$ cat src/rtl/line_edit_buffer_top_defines.svh
// ----------------------------------------------------------------------------
// Line edit buffer assertion macros
// Shared concurrent assertion forms, sampled on clk_i, off during reset.
// ----------------------------------------------------------------------------
`ifndef LINE_EDIT_BUFFER_TOP_DEFINES_SVH
`define LINE_EDIT_BUFFER_TOP_DEFINES_SVH

// same-cycle implication
`define LEB_ASSERT_NOW(lbl, ante, cons) \
  lbl: assert property (@(posedge clk_i) disable iff (!rst_ni) (ante) |-> (cons)) \
    else $error("leb assertion failed");

// next-cycle implication
`define LEB_ASSERT_NEXT(lbl, ante, cons) \
  lbl: assert property (@(posedge clk_i) disable iff (!rst_ni) (ante) |=> (cons)) \
    else $error("leb assertion failed");

`endif

$ cat src/rtl/leb_pkg.sv
// ----------------------------------------------------------------------------
// Line edit buffer package
// Capacity, field widths, key codes and the word and control types.
// ----------------------------------------------------------------------------
package leb_pkg;

  localparam int CAPACITY = 16;
  localparam int CNT_W    = 5;
  localparam int CHAR_W   = 8;
  localparam int KIND_W   = 4;

  localparam logic [KIND_W-1:0] KIND_CHAR      = 4'd0;
  localparam logic [KIND_W-1:0] KIND_HOME      = 4'd1;
  localparam logic [KIND_W-1:0] KIND_END       = 4'd2;
  localparam logic [KIND_W-1:0] KIND_RIGHT     = 4'd3;
  localparam logic [KIND_W-1:0] KIND_LEFT      = 4'd4;
  localparam logic [KIND_W-1:0] KIND_DELETE    = 4'd5;
  localparam logic [KIND_W-1:0] KIND_INSERT    = 4'd6;
  localparam logic [KIND_W-1:0] KIND_BACKSPACE = 4'd7;
  localparam logic [KIND_W-1:0] KIND_ENTER     = 4'd8;

  typedef struct packed {
    logic [KIND_W-1:0] kind;
    logic [CHAR_W-1:0] key_char;
  } in_word_t;

  typedef struct packed {
    logic              char_valid;
    logic [CHAR_W-1:0] char_out;
    logic              last;
    logic [CNT_W-1:0]  line_length;
    logic [CNT_W-1:0]  cursor_pos;
    logic              overwrite_armed;
  } out_word_t;

  typedef struct packed {
    logic accept;
    logic emit;
  } leb_cmd_t;

  typedef struct packed {
    logic out_free;
    logic enter_multi;
    logic rd_last;
  } leb_sts_t;

endpackage

$ cat src/rtl/leb_ctrl.sv
// ----------------------------------------------------------------------------
// Line edit buffer controller
// Takes key words when idle; reads Enter out one char a cycle unless stalled.
// ----------------------------------------------------------------------------
module leb_ctrl import leb_pkg::*; (
  input  logic     clk_i,
  input  logic     rst_ni,
  input  logic     in_valid_i,
  output logic     in_ready_o,
  input  leb_sts_t sts_i,
  output leb_cmd_t cmd_o
);

  localparam logic S_IDLE = 1'b0;
  localparam logic S_READ = 1'b1;

  logic state_q, state_d;

  always_comb begin
    in_ready_o   = (state_q == S_IDLE) && sts_i.out_free;
    cmd_o.accept = in_valid_i && in_ready_o;
    cmd_o.emit   = (state_q == S_READ) && sts_i.out_free;
    state_d      = state_q;
    unique case (state_q)
      S_IDLE: begin
        if (cmd_o.accept && sts_i.enter_multi) state_d = S_READ;
      end
      S_READ: begin
        if (cmd_o.emit && sts_i.rd_last) state_d = S_IDLE;
      end
      default: state_d = S_IDLE;
    endcase
  end

  always_ff @(posedge clk_i or negedge rst_ni) begin
    if (!rst_ni) begin
      state_q <= S_IDLE;
    end else begin
      state_q <= state_d;
    end
  end

endmodule

$ cat src/rtl/leb_datapath.sv
// ----------------------------------------------------------------------------
// Line edit buffer datapath
// Shift-register line store, length, cursor, overwrite flag, output register.
// ----------------------------------------------------------------------------
module leb_datapath import leb_pkg::*; (
  input  logic      clk_i,
  input  logic      rst_ni,
  input  in_word_t  in_data_i,
  input  logic      out_ready_i,
  output logic      out_valid_o,
  output out_word_t out_data_o,
  input  leb_cmd_t  cmd_i,
  output leb_sts_t  sts_o
);

  logic [CHAR_W-1:0] store_q [CAPACITY];
  logic [CHAR_W-1:0] store_d [CAPACITY];
  logic [CNT_W-1:0]  count_q, count_d;
  logic [CNT_W-1:0]  cursor_q, cursor_d;
  logic              flag_q, flag_d;
  logic [CNT_W-1:0]  rd_left_q, rd_left_d;
  logic              out_valid_q, out_valid_d;
  out_word_t         out_q, out_d;
  logic [CNT_W-1:0]  pos;
  logic              full, is_enter_line;

  localparam logic [CNT_W-1:0] CapCnt = CNT_W'(CAPACITY);

  always_comb begin
    full          = (count_q == CapCnt);
    is_enter_line = (in_data_i.kind == KIND_ENTER) && (count_q != '0);
    pos           = (cursor_q < count_q) ? cursor_q : count_q - CNT_W'(1);

    sts_o.out_free    = !out_valid_q || out_ready_i;
    sts_o.enter_multi = (in_data_i.kind == KIND_ENTER) && (count_q > CNT_W'(1));
    sts_o.rd_last     = (rd_left_q == CNT_W'(1));

    store_d   = store_q;
    count_d   = count_q;
    cursor_d  = cursor_q;
    flag_d    = flag_q;
    rd_left_d = rd_left_q;

    if (cmd_i.accept) begin
      unique case (in_data_i.kind)
        KIND_CHAR: begin
          if (full) begin
            if (flag_q) begin
              for (int i = 0; i < CAPACITY; i++) begin
                if (CNT_W'(i) == pos) store_d[i] = in_data_i.key_char;
              end
              flag_d = 1'b0;
            end
          end else if (flag_q && (cursor_q < count_q)) begin
            for (int i = 0; i < CAPACITY; i++) begin
              if (CNT_W'(i) == cursor_q) store_d[i] = in_data_i.key_char;
            end
            flag_d = 1'b0;
          end else begin
            for (int i = 0; i < CAPACITY; i++) begin
              if (CNT_W'(i) == cursor_q) begin
                store_d[i] = in_data_i.key_char;
              end else if ((i > 0) && (CNT_W'(i) > cursor_q)) begin
                store_d[i] = store_q[(i > 0) ? i - 1 : 0];
              end
            end
            count_d  = count_q + CNT_W'(1);
            cursor_d = cursor_q + CNT_W'(1);
            flag_d   = 1'b0;
          end
        end
        KIND_HOME:  cursor_d = '0;
        KIND_END:   cursor_d = count_q;
        KIND_RIGHT: cursor_d = (cursor_q >= count_q) ? '0 : cursor_q + CNT_W'(1);
        KIND_LEFT:  cursor_d = (cursor_q == '0) ? count_q : cursor_q - CNT_W'(1);
        KIND_DELETE: begin
          if (cursor_q < count_q) begin
            for (int i = 0; i < CAPACITY - 1; i++) begin
              if (CNT_W'(i) >= cursor_q) store_d[i] = store_q[i+1];
            end
            count_d = count_q - CNT_W'(1);
          end
        end
        KIND_INSERT: flag_d = 1'b1;
        KIND_BACKSPACE: begin
          if ((cursor_q != '0) && (count_q != '0)) begin
            for (int i = 0; i < CAPACITY - 1; i++) begin
              if (CNT_W'(i + 1) >= cursor_q) store_d[i] = store_q[i+1];
            end
            count_d  = count_q - CNT_W'(1);
            cursor_d = cursor_q - CNT_W'(1);
          end
        end
        KIND_ENTER: begin
          if (count_q != '0) begin
            for (int i = 0; i < CAPACITY - 1; i++) store_d[i] = store_q[i+1];
            rd_left_d = count_q - CNT_W'(1);
            count_d   = '0;
            cursor_d  = '0;
          end
        end
        default: ;
      endcase
    end else if (cmd_i.emit) begin
      for (int i = 0; i < CAPACITY - 1; i++) store_d[i] = store_q[i+1];
      rd_left_d = rd_left_q - CNT_W'(1);
    end

    out_d                 = out_q;
    out_d.line_length     = count_d;
    out_d.cursor_pos      = cursor_d;
    out_d.overwrite_armed = flag_d;
    if ((cmd_i.accept && is_enter_line) || cmd_i.emit) begin
      out_d.char_valid = 1'b1;
      out_d.char_out   = store_q[0];
      out_d.last       = cmd_i.emit ? sts_o.rd_last : (count_q == CNT_W'(1));
    end else begin
      out_d.char_valid = 1'b0;
      out_d.char_out   = '0;
      out_d.last       = 1'b1;
    end

    if (cmd_i.accept || cmd_i.emit) begin
      out_valid_d = 1'b1;
    end else if (out_ready_i) begin
      out_valid_d = 1'b0;
    end else begin
      out_valid_d = out_valid_q;
    end
  end

  always_ff @(posedge clk_i or negedge rst_ni) begin
    if (!rst_ni) begin
      count_q     <= '0;
      cursor_q    <= '0;
      flag_q      <= 1'b0;
      rd_left_q   <= '0;
      out_valid_q <= 1'b0;
    end else begin
      count_q     <= count_d;
      cursor_q    <= cursor_d;
      flag_q      <= flag_d;
      rd_left_q   <= rd_left_d;
      out_valid_q <= out_valid_d;
    end
  end

  always_ff @(posedge clk_i) begin
    store_q <= store_d;
    if (cmd_i.accept || cmd_i.emit) out_q <= out_d;
  end

  assign out_valid_o = out_valid_q;
  assign out_data_o  = out_q;

endmodule

$ cat src/rtl/line_edit_buffer_top.sv
// ----------------------------------------------------------------------------
// Line edit buffer top level
// Single-line key editor; Enter streams the line out one char per word.
//
//   channel | direction | word        | handshake
//   in      | input     | in_word_t   | in_valid_i / in_ready_o
//   out     | output    | out_word_t  | out_valid_o / out_ready_i
//
// An edit key gives one status word from the output register. Enter on a
// line of n chars gives n words, one per cycle unless the output stalls,
// shifted out of the line store; no key is taken until the last one is loaded.
// Reset clears length, cursor and overwrite flag; line store holds no reset.
// A stalled output holds its word and blocks further keys.
// ----------------------------------------------------------------------------
`include "line_edit_buffer_top_defines.svh"

module line_edit_buffer_top import leb_pkg::*; (
  input  logic      clk_i,
  input  logic      rst_ni,
  input  logic      in_valid_i,
  output logic      in_ready_o,
  input  in_word_t  in_data_i,
  output logic      out_valid_o,
  input  logic      out_ready_i,
  output out_word_t out_data_o
);

  leb_cmd_t cmd;
  leb_sts_t sts;

  leb_ctrl u_ctrl (
    .clk_i      (clk_i),
    .rst_ni     (rst_ni),
    .in_valid_i (in_valid_i),
    .in_ready_o (in_ready_o),
    .sts_i      (sts),
    .cmd_o      (cmd)
  );

  leb_datapath u_datapath (
    .clk_i       (clk_i),
    .rst_ni      (rst_ni),
    .in_data_i   (in_data_i),
    .out_ready_i (out_ready_i),
    .out_valid_o (out_valid_o),
    .out_data_o  (out_data_o),
    .cmd_i       (cmd),
    .sts_o       (sts)
  );

  `LEB_ASSERT_NOW(a_readout_cleared, out_valid_o && out_data_o.char_valid,
                  (out_data_o.line_length == '0) && (out_data_o.cursor_pos == '0))
  `LEB_ASSERT_NOW(a_status_last, out_valid_o && !out_data_o.char_valid, out_data_o.last)
  `LEB_ASSERT_NEXT(a_readout_blocks, cmd.accept && sts.enter_multi, !in_ready_o)
  `LEB_ASSERT_NOW(a_cursor_in_line, out_valid_o,
                  (out_data_o.cursor_pos <= out_data_o.line_length) &&
                  (out_data_o.line_length <= CNT_W'(CAPACITY)))

endmodule

$ cat config.mk
export PLATFORM = sky130hd
export DESIGN_NAME = line_edit_buffer_top
export DESIGN_NICKNAME = d
export VERILOG_FILES = /design/src/rtl/leb_pkg.sv /design/src/rtl/leb_ctrl.sv /design/src/rtl/leb_datapath.sv /design/src/rtl/line_edit_buffer_top.sv
export VERILOG_INCLUDE_DIRS = /design/src /design/src/rtl
export SDC_FILE = /design/constraint.sdc
export NUM_CORES = 1
export LEC_CHECK = 0
export BUFFER_PORTS_ARGS = -buffer_cell sky130_fd_sc_hd__buf_2
export CORE_UTILIZATION = 30
export CTS_CLUSTER_DIAMETER = 120
export DETAILED_ROUTE_END_ITERATION = 10
export PLACE_DENSITY = 0.5
export SYNTH_ARGS = -nofsm -noshare
export SYNTH_HDL_FRONTEND = slang
export SYNTH_SLANG_ARGS = --single-unit
$ cat constraint.sdc
create_clock -name clk_i -period 4.8 [get_ports clk_i]
set_clock_uncertainty 0.15 [all_clocks]
set_input_delay 0.48 -clock clk_i [delete_from_list [all_inputs] [get_ports clk_i]]
set_output_delay 0.48 -clock clk_i [all_outputs]
set_load 0.1 [all_outputs]
==> After elaboration in Yosys (flattened, before gate mapping) <==
Cells that the tools add are included.
{ "totals": {"ff_bits": 167, "elab_cells": 361} }
{ "classes": {"reduce_logical": 39, "order_cmp": 34, "mux": 130, "add_sub_neg": 5, "bitwise_logic": 1, "n_eq_ne": 124} }
{ "op_table": {"columns": ["operator", "count"], "rows": [
  ["$mux W8", 92],
  ["$mux W120", 6],
  ["$pmux W120 S4", 1],
  ["$mux W128", 2],
  ["$reduce_and A11 Y1", 14],
  ["$ne A5 B5 Y1 const B", 29],
  ["$ne A3 B3 Y1 const B", 33],
  ["$mux W5", 18],
  ["$eq A4 B5 Y1 const A", 16],
  ["$ne A4 B4 Y1 const B", 16],
  ["$eq A3 B5 Y1 const A", 8],
  ["$ge A4 B5 Y1 const A", 8],
  ["$gt A4 B5 Y1 const A", 8],
  ["$pmux W5 S7", 1],
  ["$eq A2 B5 Y1 const A", 4],
  ["$ge A3 B5 Y1 const A", 4],
  ["$gt A3 B5 Y1 const A", 4],
  ["$pmux W5 S4", 1],
  ["$eq A4 B3 Y1 const B", 4],
  ["$sub A5 B1 Y5 const B", 3],
  ["$add A5 B1 Y5 const B", 2],
  ["$eq A1 B5 Y1 const A", 2],
  ["$eq A5 B1 Y1 const B", 2],
  ["$ge A1 B5 Y1 const A", 2],
  ["other kinds (28)", 53]
]} }

==> Depth between registers and ports, before layout <==
{ "logic_depth": {"ltp_word": 8, "depth_mapped": 12, "depth_no_buf": 8} }

==> Hierarchy <==
Synthesis repeated with hierarchy kept, for this count alone.
{ "hier_totals": {"cells_unflattened": 1000, "area_unflattened_um2": 9980.8} }
{ "by_module_without_submodules": {"columns": ["module", "cells_each", "n_inst", "seq_area_each_um2", "area_per_inst_um2"], "rows": [
  ["leb_datapath", 994, 1, 4899.7, 9912.0],
  ["leb_ctrl", 6, 1, 25.0, 68.8]
]} }

==> Worst setup path after synthesis <==
Ideal clock, no wire load.
{ "synth_path": {"path_type": "register -> register", "from": "register u_datapath.count_q[2]", "to": "register u_datapath.store_q[40] in the netlist's numbering, enable pin", "setup_time_ns": 0.395, "stages_incl_launch_ff": 13, "path_buffers": 4, "required_time_ns": 4.255, "synth_period_minus_slack_ns": 3.641, "path_slack_ns": 1.159, "arrival_ns": 3.096, "path_cell_list": "dfrtp_1 -> buf_2 -> clkbuf_1 -> inv_1 -> ha_1 -> nand4_1 -> o221ai_2 -> buf_2 -> nor2_1 -> buf_2 -> nand3_1 -> a21oi_1 -> nor4_1"} }
{ "synth_between": {"elab_chain_len": 5, "word_cells_on_any_way": 16, "cone_classes": "1 x add/sub; 1 x order compare; 9 x eq/ne; 1 x mux; 4 x reduce/logical"} }
{ "synth_lines": {"columns": ["item", "line", "rtl"], "rows": [
  ["start: declaration", "leb_datapath.sv:18", "logic [CNT_W-1:0] count_q, count_d;"],
  ["start signal: assignment", "leb_datapath.sv:140", "count_q <= count_d;"],
  ["$sub A5 B1 Y5 / $lt A5 B5 Y1 (equally long branches)", "leb_datapath.sv:32, leb_datapath.sv:54, leb_datapath.sv:77", null],
  ["$mux W5", "leb_datapath.sv:32", "pos = (cursor_q < count_q) ? cursor_q : count_q - CNT_W'(1);"],
  ["$eq A4 B5 Y1", "leb_datapath.sv:50", "if (CNT_W'(i) == pos) store_d[i] = in_data_i.key_char;"],
  ["$ne A4 B4 Y1 (no source line)", null, null],
  ["$reduce_and A11 Y1 (no source line) *", null, null],
  ["end signal: assignment", "leb_datapath.sv:149", "store_q <= store_d;"],
  ["end: declaration", "leb_datapath.sv:16", "logic [CHAR_W-1:0] store_q [CAPACITY];"]
]} }
Mark *: on every way between the ends. The rest lies on a longest branch, timed or not.
A chain may end at the register's enable or synchronous reset.

==> Worst setup path in the final report <==
{ "layout_path": {"from": "register u_datapath.count_q[2]", "to": "register u_datapath.out_q (netlist bit u_datapath.out_data_o[2]) (data pin)"} }
{ "layout_between": {"elab_chain_len": 6, "word_cells_on_any_way": 13, "cone_classes": "2 x order compare; 1 x eq/ne; 7 x mux; 3 x reduce/logical"} }
{ "layout_lines": {"columns": ["item", "line", "rtl"], "rows": [
  ["$lt A5 B5 Y1", "leb_datapath.sv:54", "end else if (flag_q && (cursor_q < count_q)) begin"],
  ["$logic_and A1 B1 Y1", "leb_datapath.sv:54", null],
  ["$mux W5", "leb_datapath.sv:54", null],
  ["$mux W5", "leb_datapath.sv:47", "if (full) begin"],
  ["$pmux W5 S7 *", "leb_datapath.sv:45", "unique case (in_data_i.kind)"],
  ["$mux W5 *", "leb_datapath.sv:44", "if (cmd_i.accept) begin"],
  ["named net u_datapath.cursor_d[1]", "leb_datapath.sv:19", "logic [CNT_W-1:0] cursor_q, cursor_d;"],
  ["end signal: assignment", "leb_datapath.sv:150", "if (cmd_i.accept || cmd_i.emit) out_q <= out_d;"],
  ["end: declaration", "leb_datapath.sv:23", "out_word_t out_q, out_d;"]
]} }
Mark *: on every way through the listed nets, which the timed path passes. The rest lies on a longest branch.

==> qor.yml <==
worst_setup_path:
  slowest_delay_ns: 0.82
  r2r_start: "u_datapath.count_q[2]"
  path_cells: "inv_1 -> ha_1 -> a21oi_1 -> o221ai_2 -> nor2_1 -> o31ai_2 -> a221oi_1 -> o21ai_0"
  rr_worst_depth: 8
  r2r_slack_ns: 1.02
  cp.arrival_ns: 3.79
  critPathKind: "flop to flop"
  r2r_end: "u_datapath.out_data_o[2]"
  worst_ep_required_time_ns: 4.81
  start_kind: "flop"
  endpoint_kind: "flop"
  critPathSlowestCell: "nor2_1"
  worstPathMaxFanout: 18
synthesis:
  synth_nets: 1001
  synth_seq_cells: 167
  synth-edff-count: 149
  synth_area_um2: 10100
  synth_area_per_cell_um2: 10.4
  syn-instance-count: 970
  synthFlopType: "edfxtp_1"
  synth-seq-area-share_pct: 48.8
  ys_types: 86
  synthArstFlopShare_pct: 10.8
  synth_warnings: 0
placed_design:
  io_buffers: 38
  place_area_um2: 10800
  place.gp.congestion: 0.919
  hpwl_um: 19400
  pre_cts_ws_ns: 1.09
sta:
  fin_crit_sh_pct: 78.7
  worstMarginPinSlew_ns: 1.02
  max_freq_mhz: 265
  fin_ws_ns: 1.02
  setup_viol: 0
  slew_headroom_pct: 31.7
  final_max_slew_viol_count: 0
  setup_tns_ns: 0
  report.final.hold_viol_count: 0
  finalCriticalPeriod_ns: 3.78
  rsz0062_at_grt: "false"
layout:
  n_antenna_cell: 0
  fin_area_um2: 11400
  area_growth_syn_to_layout_pct: 13.0
  fill_cells: 3313
  layout.nets: 1021
  drive_gt1_share_pct: 16.6
detailed_routing:
  wl_per_cell_um: 19.1
  antenna_left: 0
  vias: 7591
  drc: 0
  firstDrtPassIters: 6
  drt_wl_total_um: 27600
  drtIter0Drc: 708
  avgViaCountPerCell: 5.25
worst_hold_path:
  hold_path_end: "u_datapath.out_valid_o"
  min_path_cells: 2
  min_from: "in_valid_i"
  hold_class: "primary input to flop"
cts:
  htree_levels: 4
  cts_resized: 0
  numCtsBuffers: 17
  path_clk_slew_ns: 0.08
  clk_path_buf_depth: 2
  cts_tree: "built"
  cts.sinks: 167
  clock-root-buffer: "clkbuf_16"
  clock_latency_ns: 0.44
grt:
  grt_max_degree: 124
  antenna_found_initial: 0
  first_global_vias: 7427
  grt_first_pass_wirelength_um: 43600
  grt_overflow: 0
  grt.total_usage_pct: 16.6
die:
  dieArea_um2: 34400
  core_area_um2: 32800
  rows: 66
  die-height_um: 185
  initial_core_util_pct: 30.8
  die_w_um: 185
  io_pins: 39
run_status:
  run_status: "complete, no violations"
flow_run:
  drv_cap: 0
sequential cells by signal (all words and copies together) (netlist names):
name,cells
u_datapath.store_q,128
u_datapath.out_data_o,21
u_datapath.count_q,5
u_datapath.cursor_q,5
u_datapath.rd_left_q,5
u_ctrl.state_q,1
u_datapath.flag_q,1
u_datapath.out_valid_o,1
repair_timing:
action / 4_1_cts / 5_1_grt
hold buffers: 1 / 0
hold endpoints to repair: 18 / 0
buffers inserted: 0 / 0
critical path: cells and delay by family, from the launching register on:
| kind | cells | cell delay [ns] |
|---|---|---|
| compound gates | 5 | 1.37 |
| fa+ha+maj | 1 | 0.33 |
| buf+inv | 1 | 0.13 |
| flops | 1 | 0.68 |
| simple gates | 1 | 0.82 |
cells in the mapped netlist (8+ instances only):
library cell / instances / area share, %
ha_1: 15 / 1.9
a21oi_2: 8 / 0.69
edfxtp_1: 149 / 44
mux2i_1: 112 / 11
clkbuf_1: 23 / 0.86
nand3_1: 14 / 0.69
o21ai_0: 35 / 1.7
mux2_2: 9 / 1.0
nor3_1: 21 / 1.0
nor2_1: 148 / 5.5
inv_1: 12 / 0.45
dfrtp_1: 18 / 4.5
nand2_1: 43 / 1.6
buf_2: 41 / 2.0
a211oi_1: 9 / 0.67
o22ai_1: 8 / 0.50
a21oi_1: 147 / 7.3
and2_1: 8 / 0.50
nor4_1: 10 / 0.62
layout make-up:
cell class | count | area, um2 | share of cell area [%]
flip-flops and latches | 167 | 4920 | 43.2
multi-input cells | 716 | 4790 | 42.0
well taps | 442 | 553 | 4.85
repair buffers | 74 | 488 | 4.28
clock buffers | 17 | 425 | 3.73
clock inverters | 15 | 170 | 1.49
inverters | 14 | 52.6 | 0.461
cell families after synthesis:
kind of cell / share of synthesized area, %
and+or+nand+nor: 13.8
AOI/OAI and AO/OA: 18.0
DFF: 48.8
muxes: 12.9
buffers and inverters: 4.08
adders and majority gates: 1.86
xor gates and xnor gates: 0.521
worst max-delay path by stage:
stage	startpoint	to	slack [ns]	cells after the start
after global routing	u_datapath.count_q[2]	u_datapath.store_q[11]	0.84	9
after detailed placement	u_datapath.count_q[2]	u_datapath.store_q[11]	1.09	9
final	u_datapath.count_q[2]	u_datapath.out_data_o[2]	1.02	8
after floorplan	u_datapath.count_q[2]	u_datapath.store_q[40]	1.16	12
after global placement	u_datapath.count_q[2]	u_datapath.store_q[11]	1.10	9
after CTS	u_datapath.count_q[2]	u_datapath.store_q[11]	1.05	9
per-layer routing:
layer  routed length, um  vias to the layer above  track usage [%]
met2               12500                      234             25.8
met5                   0                        -                0
met4                 440                        0             5.26
met3                1370                       39             3.17
met1               13300                     3639             23.0
li1                    -                     3679                -
placed cells by master (no fill, tap or decap), types with 17 or more instances in the layout:
| cell | instances |
|---|---|
| buf_4 | 33 |
| edfxtp_1 | 149 |
| o21ai_0 | 35 |
| nor2_1 | 148 |
| a21oi_1 | 147 |
| clkbuf_16 | 17 |
| dfrtp_1 | 18 |
| nand2_1 | 43 |
| nor3_1 | 20 |
| buf_2 | 38 |
| mux2i_1 | 112 |
metrics by stage:
step                      utilization (%)  std cells  hold slack, ns
after detailed placement             32.9       1412           0.319
after global routing                 34.8       1445           0.105
after CTS                            34.8       1445           0.104
final                                34.8       1445           0.117
after global placement               32.9       1412           0.315
after floorplan                         -        970          0.0344
Power is left out: the tool's default activity adds up to more than one toggle a clock period on the data nets, which glitch-free logic cannot reach.
